## config.mk

```make
export PLATFORM = sky130hd
export DESIGN_NAME = thermostat_hysteresis_sequencer_flat
export DESIGN_NICKNAME = d
export VERILOG_FILES = /design/src/hdl/ths_pkg.sv /design/src/hdl/ths_if.sv /design/src/hdl/thermostat_hysteresis_sequencer.sv /design/src/hdl/ths_cfg.sv /design/src/hdl/ths_core.sv /design/src/flat_wrapper.sv
export SDC_FILE = /design/constraint.sdc
export NUM_CORES = 1
export LEC_CHECK = 0
export ABC_AREA = 1
export BUFFER_PORTS_ARGS = -buffer_cell sky130_fd_sc_hd__buf_4
export CORE_MARGIN = 3
export CORE_UTILIZATION = 25
export CTS_BUF_LIST = sky130_fd_sc_hd__clkbuf_4 sky130_fd_sc_hd__clkbuf_8
export DETAILED_ROUTE_END_ITERATION = 12
export SLEW_MARGIN = 10
export SYNTH_ARGS = -nofsm -noshare
export SYNTH_HDL_FRONTEND = slang
export SYNTH_SLANG_ARGS = --single-unit
export TNS_END_PERCENT = 30
```

## constraint.sdc

```tcl
create_clock -name i_clk -period 3.3 [get_ports i_clk]
set_clock_uncertainty 0.2 [all_clocks]
set_input_delay 0.165 -clock i_clk [delete_from_list [all_inputs] [get_ports i_clk]]
set_output_delay 0.165 -clock i_clk [all_outputs]
set_load 0.05 [all_outputs]
```

## src/hdl/ths_pkg.sv

```systemverilog
// Thermostat sequencer package: phase codes, config register indexes,
// item and result types. No dependencies.
package ths_pkg;

    localparam int TEMP_W  = 16;
    localparam int CFG_IDX_W  = 2;
    localparam int CFG_DATA_W = 12;
    localparam int TARGET_W   = 8;
    localparam int TOL_W      = 12;
    localparam int WAIT_W     = 8;
    localparam int TARGET_MAX = 255;

    typedef logic [1:0] t_phase;
    localparam t_phase PH_INIT    = 2'd0;
    localparam t_phase PH_PREHEAT = 2'd1;
    localparam t_phase PH_READY   = 2'd2;

    typedef logic [CFG_IDX_W-1:0] t_cfg_idx;
    localparam t_cfg_idx CFG_TARGET    = 2'd0;
    localparam t_cfg_idx CFG_TOLERANCE = 2'd1;
    localparam t_cfg_idx CFG_INIT_WAIT = 2'd2;

    typedef struct packed {
        logic [TEMP_W-1:0] temperature_scaled;
        logic              quality_good;
        logic              first_read_done;
    } t_item;

    typedef struct packed {
        logic   heater_on;
        logic   red_led;
        logic   yellow_led;
        logic   green_led;
        t_phase phase;
    } t_result;

endpackage

```

## src/hdl/ths_if.sv

```systemverilog
// Handshake channels of the thermostat sequencer: sample, result, config.
// Depends on ths_pkg.
interface ths_in_if import ths_pkg::*; ();
    logic              valid;
    logic              ready;
    logic [TEMP_W-1:0] temperature_scaled;
    logic              quality_good;
    logic              first_read_done;
    modport source (output valid, temperature_scaled, quality_good, first_read_done,
                    input ready);
    modport sink   (input valid, temperature_scaled, quality_good, first_read_done,
                    output ready);
endinterface

interface ths_out_if import ths_pkg::*; ();
    logic   valid;
    logic   ready;
    logic   heater_on;
    logic   red_led;
    logic   yellow_led;
    logic   green_led;
    t_phase phase;
    modport source (output valid, heater_on, red_led, yellow_led, green_led, phase,
                    input ready);
    modport sink   (input valid, heater_on, red_led, yellow_led, green_led, phase,
                    output ready);
endinterface

interface ths_cfg_if import ths_pkg::*; ();
    logic                  valid;
    logic                  ready;
    t_cfg_idx              index;
    logic [CFG_DATA_W-1:0] data;
    modport source (output valid, index, data, input ready);
    modport sink   (input valid, index, data, output ready);
endinterface

```

## src/hdl/thermostat_hysteresis_sequencer.sv

```systemverilog
// Top level of the thermostat hysteresis sequencer: input register, core, result register.
// Depends on ths_pkg, ths_if, ths_cfg, ths_core.
//
//  channel    | dir | handshake            | payload
//  -----------+-----+----------------------+------------------------------------------
//  i_sample   | in  | valid/ready          | temperature_scaled, quality_good, first_read_done
//  o_result   | out | valid/ready          | heater_on, red_led, yellow_led, green_led, phase
//  i_cfg      | in  | valid/ready (ready=1)| index, data
//
// Registered path: input register, then result register. One item per cycle while o_result does not stall.
// Stalls on o_result hold the result register and back-pressure the input register.
// Reset: init phase, counters and indicators cleared, config at defaults.
// Thresholds are registered from the config registers: a write passes the config register, then the threshold register.
module thermostat_hysteresis_sequencer import ths_pkg::*; #(
    parameter int TEMP_SCALE = 10
) (
    input  logic        i_clk,
    input  logic        i_rst_n,
    ths_in_if.sink      i_sample,
    ths_out_if.source   o_result,
    ths_cfg_if.sink     i_cfg
);
    localparam int UPPER_W = $clog2(TARGET_MAX * TEMP_SCALE + 1);
    localparam int CMP_W   = ((UPPER_W > TEMP_W) ? UPPER_W : TEMP_W) + 2;

    logic                    r_in_valid;
    t_item                   r_item;
    logic                    r_out_valid;
    t_result                 r_res;
    t_result                 core_res;
    logic                    advance;
    logic signed [CMP_W-1:0] upper;
    logic signed [CMP_W-1:0] lower;
    logic [WAIT_W-1:0]       init_wait;

    assign advance        = r_in_valid && (!r_out_valid || o_result.ready);
    assign i_sample.ready = !r_in_valid || advance;

    always_ff @(posedge i_clk) begin
        if (!i_rst_n) begin
            r_in_valid  <= 1'b0;
            r_out_valid <= 1'b0;
        end else begin
            if (i_sample.ready) begin
                r_in_valid <= i_sample.valid;
            end
            if (advance) begin
                r_out_valid <= 1'b1;
            end else if (o_result.ready) begin
                r_out_valid <= 1'b0;
            end
        end
    end

    always_ff @(posedge i_clk) begin
        if (i_sample.ready && i_sample.valid) begin
            r_item.temperature_scaled <= i_sample.temperature_scaled;
            r_item.quality_good       <= i_sample.quality_good;
            r_item.first_read_done    <= i_sample.first_read_done;
        end
        if (advance) begin
            r_res <= core_res;
        end
    end

    ths_cfg #(
        .TEMP_SCALE (TEMP_SCALE),
        .CMP_W      (CMP_W)
    ) u_cfg (
        .i_clk       (i_clk),
        .i_rst_n     (i_rst_n),
        .i_cfg       (i_cfg),
        .o_upper     (upper),
        .o_lower     (lower),
        .o_init_wait (init_wait)
    );

    ths_core #(
        .CMP_W (CMP_W)
    ) u_core (
        .i_clk       (i_clk),
        .i_rst_n     (i_rst_n),
        .i_en        (advance),
        .i_item      (r_item),
        .i_upper     (upper),
        .i_lower     (lower),
        .i_init_wait (init_wait),
        .o_result    (core_res)
    );

    assign o_result.valid      = r_out_valid;
    assign o_result.heater_on  = r_res.heater_on;
    assign o_result.red_led    = r_res.red_led;
    assign o_result.yellow_led = r_res.yellow_led;
    assign o_result.green_led  = r_res.green_led;
    assign o_result.phase      = r_res.phase;
endmodule

```

## src/hdl/ths_cfg.sv

```systemverilog
// Config registers and registered hysteresis thresholds.
// Depends on ths_pkg and ths_cfg_if.
module ths_cfg import ths_pkg::*; #(
    parameter int TEMP_SCALE = 10,
    parameter int CMP_W      = 18
) (
    input  logic                    i_clk,
    input  logic                    i_rst_n,
    ths_cfg_if.sink                 i_cfg,
    output logic signed [CMP_W-1:0] o_upper,
    output logic signed [CMP_W-1:0] o_lower,
    output logic [WAIT_W-1:0]       o_init_wait
);
    logic [TARGET_W-1:0]     r_target;
    logic [TOL_W-1:0]        r_tol;
    logic [WAIT_W-1:0]       r_init_wait;
    logic signed [CMP_W-1:0] r_upper;
    logic signed [CMP_W-1:0] r_lower;
    logic signed [CMP_W-1:0] n_upper;

    assign i_cfg.ready = 1'b1;

    always_ff @(posedge i_clk) begin
        if (!i_rst_n) begin
            r_target    <= TARGET_W'(25);
            r_tol       <= TOL_W'(10);
            r_init_wait <= WAIT_W'(10);
        end else if (i_cfg.valid) begin
            unique case (i_cfg.index)
                CFG_TARGET:    r_target    <= i_cfg.data[TARGET_W-1:0];
                CFG_TOLERANCE: r_tol       <= i_cfg.data[TOL_W-1:0];
                CFG_INIT_WAIT: r_init_wait <= i_cfg.data[WAIT_W-1:0];
                default: ;
            endcase
        end
    end

    assign n_upper = CMP_W'($unsigned(r_target) * $unsigned(TEMP_SCALE));

    always_ff @(posedge i_clk) begin
        r_upper <= n_upper;
        r_lower <= n_upper - $signed(CMP_W'(r_tol));
    end

    assign o_upper     = r_upper;
    assign o_lower     = r_lower;
    assign o_init_wait = r_init_wait;
endmodule

```

## src/hdl/ths_core.sv

```systemverilog
// Phase sequencer and hysteresis state; computes one result per item.
// Depends on ths_pkg.
module ths_core import ths_pkg::*; #(
    parameter int CMP_W = 18
) (
    input  logic                    i_clk,
    input  logic                    i_rst_n,
    input  logic                    i_en,
    input  t_item                   i_item,
    input  logic signed [CMP_W-1:0] i_upper,
    input  logic signed [CMP_W-1:0] i_lower,
    input  logic [WAIT_W-1:0]       i_init_wait,
    output t_result                 o_result
);
    t_phase            r_phase, n_phase;
    logic [WAIT_W-1:0] r_wait, n_wait;
    logic [2:0]        r_ind, n_ind;
    logic              r_heat, n_heat;
    logic              check;
    logic signed [CMP_W-1:0] temp;

    assign temp = $signed(CMP_W'(i_item.temperature_scaled));

    always_comb begin
        n_phase = r_phase;
        n_wait  = r_wait;
        n_ind   = r_ind;
        n_heat  = r_heat;
        check   = 1'b0;
        unique case (r_phase)
            PH_INIT: begin
                if (r_wait < i_init_wait) begin
                    n_wait   = r_wait + WAIT_W'(1);
                    n_ind[0] = 1'b1;
                end else begin
                    n_ind[0] = 1'b0;
                    n_phase  = PH_PREHEAT;
                end
            end
            PH_PREHEAT: begin
                n_ind[1] = ~r_ind[1];
                check    = 1'b1;
            end
            PH_READY: begin
                n_ind[2] = 1'b1;
                n_ind[1] = 1'b0;
                check    = 1'b1;
            end
            default: ;
        endcase
        if (check) begin
            if (i_item.quality_good) begin
                if (temp < i_lower) begin
                    n_heat = 1'b1;
                end else if (temp >= i_upper && r_heat) begin
                    n_heat  = 1'b0;
                    n_phase = PH_READY;
                end
            end else if (i_item.first_read_done) begin
                n_ind[0] = ~r_ind[0];
                n_heat   = 1'b0;
            end
        end
    end

    always_ff @(posedge i_clk) begin
        if (!i_rst_n) begin
            r_phase <= PH_INIT;
            r_wait  <= '0;
            r_ind   <= '0;
            r_heat  <= 1'b0;
        end else if (i_en) begin
            r_phase <= n_phase;
            r_wait  <= n_wait;
            r_ind   <= n_ind;
            r_heat  <= n_heat;
        end
    end

    assign o_result.heater_on  = n_heat;
    assign o_result.red_led    = n_ind[0];
    assign o_result.yellow_led = n_ind[1];
    assign o_result.green_led  = n_ind[2];
    assign o_result.phase      = n_phase;
endmodule
```

## src/flat_wrapper.sv

```systemverilog
// flat-port wrapper written by rule: the top's interface ports become plain ports
module thermostat_hysteresis_sequencer_flat import ths_pkg::*;
#(
    parameter int TEMP_SCALE = 10
)
  (i_clk, i_rst_n, i_sample_valid, i_sample_temperature_scaled, i_sample_quality_good, i_sample_first_read_done, i_sample_ready, o_result_valid, o_result_heater_on, o_result_red_led, o_result_yellow_led, o_result_green_led, o_result_phase, o_result_ready, i_cfg_valid, i_cfg_index, i_cfg_data, i_cfg_ready);
  ths_in_if i_sample_i ();
  ths_out_if o_result_i ();
  ths_cfg_if i_cfg_i ();
  input  logic i_clk;
  input  logic i_rst_n;
  input wire logic [$bits(i_sample_i.valid)-1:0] i_sample_valid;
  input wire logic [$bits(i_sample_i.temperature_scaled)-1:0] i_sample_temperature_scaled;
  input wire logic [$bits(i_sample_i.quality_good)-1:0] i_sample_quality_good;
  input wire logic [$bits(i_sample_i.first_read_done)-1:0] i_sample_first_read_done;
  output wire logic [$bits(i_sample_i.ready)-1:0] i_sample_ready;
  output wire logic [$bits(o_result_i.valid)-1:0] o_result_valid;
  output wire logic [$bits(o_result_i.heater_on)-1:0] o_result_heater_on;
  output wire logic [$bits(o_result_i.red_led)-1:0] o_result_red_led;
  output wire logic [$bits(o_result_i.yellow_led)-1:0] o_result_yellow_led;
  output wire logic [$bits(o_result_i.green_led)-1:0] o_result_green_led;
  output wire logic [$bits(o_result_i.phase)-1:0] o_result_phase;
  input wire logic [$bits(o_result_i.ready)-1:0] o_result_ready;
  input wire logic [$bits(i_cfg_i.valid)-1:0] i_cfg_valid;
  input wire logic [$bits(i_cfg_i.index)-1:0] i_cfg_index;
  input wire logic [$bits(i_cfg_i.data)-1:0] i_cfg_data;
  output wire logic [$bits(i_cfg_i.ready)-1:0] i_cfg_ready;
  assign i_sample_i.valid = i_sample_valid;
  assign i_sample_i.temperature_scaled = i_sample_temperature_scaled;
  assign i_sample_i.quality_good = i_sample_quality_good;
  assign i_sample_i.first_read_done = i_sample_first_read_done;
  assign i_sample_ready = i_sample_i.ready;
  assign o_result_valid = o_result_i.valid;
  assign o_result_heater_on = o_result_i.heater_on;
  assign o_result_red_led = o_result_i.red_led;
  assign o_result_yellow_led = o_result_i.yellow_led;
  assign o_result_green_led = o_result_i.green_led;
  assign o_result_phase = o_result_i.phase;
  assign o_result_i.ready = o_result_ready;
  assign i_cfg_i.valid = i_cfg_valid;
  assign i_cfg_i.index = i_cfg_index;
  assign i_cfg_i.data = i_cfg_data;
  assign i_cfg_ready = i_cfg_i.ready;
  thermostat_hysteresis_sequencer #(.TEMP_SCALE(TEMP_SCALE)) u_core (.i_clk(i_clk), .i_rst_n(i_rst_n), .i_sample(i_sample_i), .o_result(o_result_i), .i_cfg(i_cfg_i));
endmodule
```

* Word-level counts from Yosys, hierarchy flattened
Cells that the tools add are included.
Word-level totals: flip-flop bits (word level) 92, bits in latches 0, memory bits (writable) 0, bits in read-only memories 0, input bits 37, output and inout port bits 9, word-level logic and storage cells 67, memories 0
Cells by class: add/sub/neg operators 2, multipliers 1, divide/modulo/power cells 0, $lt $le $gt $ge 3, equal/unequal tests 4, shifts and indexed selects 0, muxes and demuxes 21, bitwise logic cells 2, reduce and logical (&&, ||, !) cells 15
Operators by type and width (number):
- less-than comparator 17 x 13 -> 1 bit | 1
- >= comparator 16 x 12 -> 1 bit | 1
- 2-to-1 mux 1 bit | 14
- subtractor 12 x 12 -> 13 bit | 1
- 2-to-1 mux 2 bit | 6
- multiplier 8 x 3 -> 11 bit, second input constant | 1
- adder 8 x 1 -> 8 bit, second input constant | 1
- less-than comparator 8 bit | 1
- AND reduction 2 bit | 3
- == test 2 x 1 -> 1 bit, second input constant | 2
- == test 2 bit, second input constant | 2
- logical NOT 2 bit | 2
- logical AND 1 bit | 3
- AND reduction 3 bit | 1
- logical NOT 1 bit | 2
- logical OR 1 bit | 2
- NOT 1 bit | 2
- one-hot mux 1 bit (2 select lines) | 1
- nonzero test 2 bit | 1
- OR reduction 2 bit | 1

* Logic depth before layout (Yosys ltp)
Gate-level depths: netlist (run 1).
depth after elaboration 7, depth in mapped cells 15, depth with buffers taken out 15

* By module
From an unflattened synthesis (run 1), not the netlist that was laid out.
Unflattened totals: cells, all modules 675, area total of the unflattened synthesis 5338.9 um^2
By module, submodules not included:
- ths_cfg | times used 1, cells each 336, area each 2566.2 um^2
- ths_core | times used 1, cells each 302, area each 1956.9 um^2
- thermostat_hysteresis_sequencer | times used 1, cells each 37, area each 815.8 um^2

* Worst setup path before layout (run 1)
Ideal clock, no wire load.
kind register to register, start point register u_core.u_cfg.r_target[3], end point register u_core.u_cfg.r_lower[11] (netlist: u_core.u_cfg.o_lower[11]), library setup time 0.127 ns, arrival time 2.542 ns, required time 2.973 ns, slack 0.431 ns, cell stages (with the launch flop) 16, path buffers 0, cells stage by stage dfxtp_1 -> ha_1 -> ha_1 -> fa_1 -> nand3_1 -> nand2_1 -> nand2_1 -> nand2_1 -> a21oi_1 -> xor2_1 -> ha_1 -> nand2_1 -> nor2_1 -> nand3_1 -> o2111ai_1 -> xor2_1
On the way: cells in the longest elaborated chain, start to end 2
Ends and longest elaborated chain:
- start: declaration | RTL line ths_cfg.sv:14 | logic [TARGET_W-1:0] r_target;
- start signal: assignment | RTL line ths_cfg.sv:30 | CFG_TARGET: r_target <= i_cfg.data[TARGET_W-1:0];
- multiplier 8 x 3 -> 11 bit | RTL line ths_cfg.sv:38 | assign n_upper = CMP_W'($unsigned(r_target) * $unsigned(TEMP_SCALE));
- via u_core.u_cfg.n_upper[10] | RTL line ths_cfg.sv:19 | logic signed [CMP_W-1:0] n_upper;
- subtractor 12 x 12 -> 13 bit | RTL line ths_cfg.sv:42 | r_lower <= n_upper - $signed(CMP_W'(r_tol));
- end signal: assignment | RTL line ths_cfg.sv:42
- end: declaration | RTL line ths_cfg.sv:18 | logic signed [CMP_W-1:0] r_lower;
The timed path passes the listed nets, and every way through them passes these cells. A chain may end at the register's enable or synchronous reset.

* Worst setup path after layout (run 1)
Ends and elaborated chain as after synthesis.

==> out/metrics.yaml, run 1 <==
synth_cells: 561
drc: 0
hold_viol_final: 0
stdcell_count: 882
worstSetupStartpointType: "register"
finalWirelength_um: 10100
dp_slack_ns: 0.246
initial_core_util_pct: 26.0
synthDistinctLibCells: 37
yosys.area_share.adder_pct: 16.3
dpl_cell_area_um2: 5360
rr_startpoint: "u_core.u_cfg.r_target[3]"
synth_top_family_by_area: "simple AND/OR/NAND/NOR gates"
worst_hold_path.num_cells: 4
dr.pass1.iters: 4
grt_pass1_wl_um: 17000
first_iter_violations: 136
yosys_warnings: 0
via_count: 3761
worstPathArrival_ns: 3.10
cts_tree: "yes"
grt_pass1_vias: 3728
tns_ns: 0
finalInstanceArea_um2: 5970
die_h_um: 144
yosysTopAreaCell: "dfxtp_1"
ios: 46
ys_ff_latch: 92
r2r_cells: 15
path_class: "register to register"
r2r_setup_slack_ns: 0.24
synth_most_common_cell: "nand2_1"
endpoint_kind: "register"
avgSynthCellArea_um2: 8.53
wl_per_cell_um: 11.5
ys_top_cells_by_area: "dfxtp_1 (28%), ha_1 (15%), edfxtp_1 (15%), nand2_1 (7.9%), inv_1 (7.1%)"
yosys.area_share.simple_pct: 16.6
nNetsFinal: 747
design.core.area_um2: 18400
syn-cell-area_um2: 4780
synthMuxAreaShare_pct: 0
tightest_slew_ns: 0.713
synthXorXnorAreaFrac_pct: 3.48
whs_endpoint: "u_core.u_cfg.r_target[1]"
row_count: 49
place.detailed.hpwl_um: 7620
grt_max_degree: 32
cts_buffers: 9
drtAntennaViolNets: 0
min_from: "i_cfg_index[0]"
synth_enable_flop_cells: 24
status: "finished, final reports clean"
cp_max_fo: 5
num_antenna_cells: 0
clockRootBuffer: "clkbuf_8"
crit_required_ns: 3.34
cts_sinks: 92
period_minus_slack_ns: 3.06
drive_gt1_share_pct: 12.6
ys_seq_area_share_pct: 43.5
holdCritPathClass: "input pin to register"
clk_latency_ns: 0.35
post-route-period-util_pct: 92.8
report.final.slew_viol_count: 0
cts.clk_slew.worst_paths_ns: 0.09
r2r-end: "u_core.u_cfg.o_lower[11]"
grt.overflow.total: 0
rsz0062_at_grt: "false"
finalSetupViolCount: 0
placedCellCount: 826
syn-num-nets: 659
setup_slack_ns: 0.236
synth_top_flop_cell: "dfxtp_1"
maxCapViolCount: 0
ir_drop_v: 0.000195
p_leak_nw: 2.75
place_congestion: 0.821
async_flop_share_pct: 0
antenna_found_initial: 0
drt-vias-per-instance: 4.26
ys_top_cells_by_count: "nand2_1 (101), inv_1 (91), dfxtp_1 (68)"
synth_compound_area_share_pct: 11.7
power-per-cell-area_nw_per_um2: 480
netlist.area_leader.share_pct: 28.5
slew_headroom_pct: 52.4
grt_use_total_pct: 10.2
die-area_um2: 20800
port_buffers: 44
die_w_um: 144
clk_path_buf_depth: 2
area_growth_pct: 24.7
ctsHtreeMaxLevel: 3
timing.hold.ws_ns: 0.0225
fmax_mhz: 326
==> report_power, final <==
group          switching (mW)  internal, mW
combinational           0.456         0.334
sequential             0.0486          1.29
clock                   0.377         0.363
total                   0.882          1.98
==> cell type report <==
| cell class | instances | area, um2 |
|---|---|---|
| clock buffers | 11 | 139 |
| clock inverters | 4 | 51.3 |
| fillers | 1948 | 12400 |
| inverters | 96 | 360 |
| multi-input cells | 365 | 2310 |
| flip-flops and latches | 92 | 2080 |
| well taps | 229 | 287 |
| repair buffers | 85 | 736 |
==> metrics by stage <==
step | power [mW] | utilization [%]
after floorplan | 1.92 | -
after global placement | 2.10 | 29.2
after detailed placement | 2.11 | 29.2
after CTS | 2.90 | 32.3
after global routing | 3.09 | 32.4
final | 2.87 | 32.4
==> logic make-up (layout without fill, tap and decap cells) <==
kind of cell	count (synthesis)	count (layout)
AOI/OAI and AO/OA	102	102
xor gates and xnor gates	19	19
adders and majority gates	61	61
buffers and inverters	104	196
DFF	92	92
other	1	1
and+or+nand+nor	182	182
==> state kept, by name, summed over array words and instances, names as in the netlist <==
name and count:
u_core.r_item 18, u_core.u_cfg.o_lower 13, u_core.u_cfg.r_tol 12, u_core.u_cfg.o_upper 11
u_core.u_cfg.o_init_wait 8, u_core.u_cfg.r_target 8, u_core.u_core.r_wait 8, u_core.u_core.r_ind 3
u_core.o_result.phase 2, u_core.u_core.r_phase 2, u_core.o_result.green_led 1, u_core.o_result.heater_on 1
u_core.o_result.red_led 1, u_core.o_result.valid 1, u_core.o_result.yellow_led 1, u_core.r_in_valid 1
u_core.u_core.r_heat 1
==> timing repair <==
action,in CTS,in global routing
hold buffers,39,0
resized for setup,0,3
buffers inserted,0,2
hold endpoints to repair,49,0
setup endpoints to repair,0,2
==> per-layer routing <==
| layer | part of all wire, % | vias up | track usage (%) | wire length (um) |
|---|---|---|---|---|
| met5 | 0 | - | 0 | 0 |
| met4 | 1.7 | 0 | 3.98 | 177 |
| met3 | 2.5 | 12 | 1.32 | 257 |
| met2 | 45 | 47 | 17.1 | 4580 |
| met1 | 50 | 1689 | 13.3 | 5110 |
| li1 | - | 2013 | - | - |
==> how the worst max path moves through the flow <==
stage | to | depth (start not counted) | from
2_1_floorplan | u_core.u_cfg.o_lower[11] | 15 | u_core.u_cfg.r_target[3]
3_3_place_gp | u_core.u_cfg.o_lower[11] | 15 | u_core.u_cfg.r_target[3]
3_5_place_dp | u_core.u_cfg.o_lower[11] | 15 | u_core.u_cfg.r_target[1]
4_1_cts | u_core.u_cfg.o_lower[11] | 15 | u_core.u_cfg.r_target[3]
5_1_grt | u_core.u_cfg.o_lower[12] | 15 | u_core.u_cfg.r_target[3]
6_report | u_core.u_cfg.o_lower[11] | 15 | u_core.u_cfg.r_target[3]
==> placed cells by master, fill, tap and decap left out, types with 3 or more instances in the layout <==
cell type      count
buf_4             46
o21ai_1            5
xor2_1            12
xnor2_1            7
nand4_1            7
nand3_1           27
nand2_2            3
inv_2              5
nor3_1             3
inv_1             91
dfxtp_1           67
a21oi_1           53
o211ai_1           5
nand2_1          101
dlygate4sd3_1     39
o21ai_0           27
edfxtp_1          24
clkbuf_8           9
nor2_1            32
ha_1              59
==> worst max-delay path: stages (launching register included) <==
cell and delay (ns):
dfxtp_1 0.34, ha_1 0.30, ha_1 0.23, fa_1 0.40
nand3_1 0.12, nand2_1 0.06, nand2_1 0.07, nand2_1 0.06
a21oi_2 0.12, xor2_1 0.19, ha_1 0.32, nand2_1 0.11
nor2_1 0.05, nand3_1 0.08, o2111ai_1 0.13, xor2_1 0.16
(Power assumes the default switching activity.)
==> inputs of run 2 (changes only) <==
--- a/config.mk
+++ b/config.mk
@@ -11,8 +11,10 @@
 export CORE_UTILIZATION = 25
 export CTS_BUF_LIST = sky130_fd_sc_hd__clkbuf_4 sky130_fd_sc_hd__clkbuf_8
 export DETAILED_ROUTE_END_ITERATION = 12
+export HOLD_SLACK_MARGIN = 0.15
 export SLEW_MARGIN = 10
 export SYNTH_ARGS = -nofsm -noshare
 export SYNTH_HDL_FRONTEND = slang
+export SYNTH_HIERARCHICAL = 1
 export SYNTH_SLANG_ARGS = --single-unit
 export TNS_END_PERCENT = 30
==> out/metrics.yaml, run 2 <==
status: "finished, final reports clean"
port_buffers: 44  # unchanged
layout_commonest_cell: "nand2_1"
cp_max_fo: 5  # unchanged
drc: 0  # unchanged
die_w_um: 152  # +5.4%
netlist.area_leader.share_pct: 25.5  # -3.0 points
top_register: "u_core/r_item"
grt_pass1_wl_um: 19200  # +13%
largest_reg_flops: 18  # unchanged
slew_headroom_pct: 48.2  # -4.3 points
tightest_slew_ns: 0.776  # +0.0637 ns
cts_hold_buf: 45  # +15%
ys_seq_area_share_pct: 39.0  # -4.5 points
cts_sinks: 92  # unchanged
wl_per_cell_um: 11.0  # -4.3%
cts.repair.resized: 0  # unchanged
synth_enable_flop_cells: 24  # unchanged
ctsHtreeMaxLevel: 3  # unchanged
cp_cell_sequence: "ha_1, ha_1, fa_1, a31oi_1, xor2_1, inv_1, ha_1, nand2_1, inv_1, a21oi_1, nand3_1, nand2_1, nand2_1"
dpl_cell_area_um2: 5910  # +10%
finalInstanceArea_um2: 6530  # +9.4%
finalWirelength_um: 11400  # +12%
cts_setup_buffers: 0  # unchanged
design.core.area_um2: 20600  # +12%
num_antenna_cells: 0  # unchanged
grt_max_degree: 35  # +9.4%
worstPathArrival_ns: 3.01  # -0.09 ns
ys_top_cells_by_area: "dfxtp_1 (25%), ha_1 (15%), edfxtp_1 (13%), nand2_1 (11%), inv_1 (9.2%)"
endpoint_kind: "register"
tns_ns: 0  # unchanged
period_minus_slack_ns: 2.94  # -0.129 ns
cts.clk_slew.worst_paths_ns: 0.10  # about the same
stdcell_count: 1037  # +18%
p_leak_nw: 3.18  # +15%
place.detailed.hpwl_um: 8760  # +15%
grt_use_total_pct: 10.1  # -0.048 points
rsz0062_at_grt: "false"
drtAntennaViolNets: 0  # unchanged
cts_buffers: 9  # unchanged
finalSetupViolCount: 0  # unchanged
holdCritPathClass: "register to register"
cp_top_family: "adder cells"
ir_drop_v: 0.000173  # -11%
crit_required_ns: 3.37  # +0.03 ns
clk_path_buf_depth: 2  # unchanged
die_h_um: 152  # +5.4%
hold_viol_final: 0  # unchanged
via_count: 4272  # +14%
synth_cells: 675  # +20%
antenna_found_initial: 0  # unchanged
critPathSlowestCell: "fa_1"
yosysTopAreaCell: "dfxtp_1"
dr.pass1.iters: 4  # unchanged
place_congestion: 0.816  # -0.69%
report.final.slew_viol_count: 0  # unchanged
die-area_um2: 23100  # +11%
syn-cell-area_um2: 5340  # +12%
worstSetupStartpointType: "register"
grt_pass1_vias: 4132  # +11%
grt.overflow.total: 0  # unchanged
clk_latency_ns: 0.38  # +0.03 ns
synth_top_flop_cell: "dfxtp_1"
path_class: "register to register"
yosys_warnings: 6  # +6
clockRootBuffer: "clkbuf_8"
fmax_mhz: 341  # +4.4%
drt-vias-per-instance: 4.12  # -3.4%
synthDistinctLibCells: 42  # +14%
cp_num_buf_inv: 2  # +2
row_count: 52  # +6.1%
cts_tree: "yes"
placedCellCount: 976  # +18%
maxCapViolCount: 0  # unchanged
power-per-cell-area_nw_per_um2: 451  # -6.2%
ios: 46  # unchanged
synth_most_common_cell: "nand2_1"
timing.hold.ws_ns: 0.199  # +0.177 ns
first_iter_violations: 180  # +32%
async_flop_share_pct: 0  # unchanged
nNetsFinal: 866  # +16%
drive_gt1_share_pct: 11.9  # -0.69 points
ys_ff_latch: 92  # unchanged
post-route-period-util_pct: 88.9  # -3.9 points
ys_top_cells_by_count: "nand2_1 (152), inv_1 (131), dfxtp_1 (68)"
cpPeakStageDelay_ns: 0.43  # +0.03 ns
initial_core_util_pct: 25.9  # -0.12 points
area_growth_pct: 22.3
layout_common_cells: "nand2_1 (152), inv_1 (131), dfxtp_1 (68), ha_1 (65), a21oi_1 (47)"
avgSynthCellArea_um2: 7.91  # -7.2%
run 2: cell types whose count changed after synthesis, sizes merged, moves of 4 or more:
cell / before / now
inv: 96 / 136
o21ai: 34 / 26
xor2: 12 / 7
ha: 59 / 65
nand4: 7 / 13
buf: 3 / 17
nand2: 104 / 160
nand3: 27 / 35
nor2: 35 / 42
a21oi: 55 / 51
run 2: cell type report:
class	instances	area, um2
clock buffer	9	124
clock inverter	7	50.0
fill	2193	14100
inverter	137	514
multi-input combinational	432	2630
sequential	92	2080
tap	270	338
timing repair buffer	90	788
run 2: through the flow:
step                      power (mW)  worst slack, ns  utilization [%]
after floorplan                 2.07            0.611                -
after global placement          2.23            0.462             28.6
after detailed placement        2.24            0.385             28.6
after CTS                       3.00            0.363             31.7
after global routing            3.19           0.0797             31.7
final                           2.94            0.365             31.7
run 2: cell families (layout without fill, tap and decap cells):
kind of cell	after synthesis	count (layout)	synth area share, %
compound gates	89	89	9.19
flops	92	92	39.0
buf+inv	157	243	12.1
simple gates	257	257	21.8
xor+xnor	11	11	1.80
fa+ha+maj	67	67	16.0
other cells	2	8	0.141
run 2: path summary, 6_finish.rpt:
path	start	to	slack, ns	cells after the start
min	u_core/u_cfg/r_tol[0]	u_core/u_cfg/o_lower[0]	0.20	0
min reg2reg	u_core/u_cfg/r_tol[0]	u_core/u_cfg/o_lower[0]	0.20	0
max reg2reg	u_core/u_cfg/r_target[3]	u_core/u_cfg/o_lower[10]	0.36	13
max	u_core/u_cfg/r_target[3]	u_core/u_cfg/o_lower[10]	0.36	13
run 2: report_power, final:
part,internal (mW),switching (mW),leakage [nW]
Sequential,1.29,0.0651,0.793
Clock,0.276,0.414,0.0899
Combinational,0.375,0.522,2.30
Total,1.94,1.00,3.18
run 2: per-layer routing:
metal | vias to the layer above | share of wire (%) | GRT usage [%]
met5 | - | 0 | 0
met4 | 0 | 1.3 | 2.65
met3 | 11 | 3.6 | 2.78
met2 | 69 | 46 | 16.9
met1 | 1899 | 49 | 13.0
li1 | 2293 | - | -
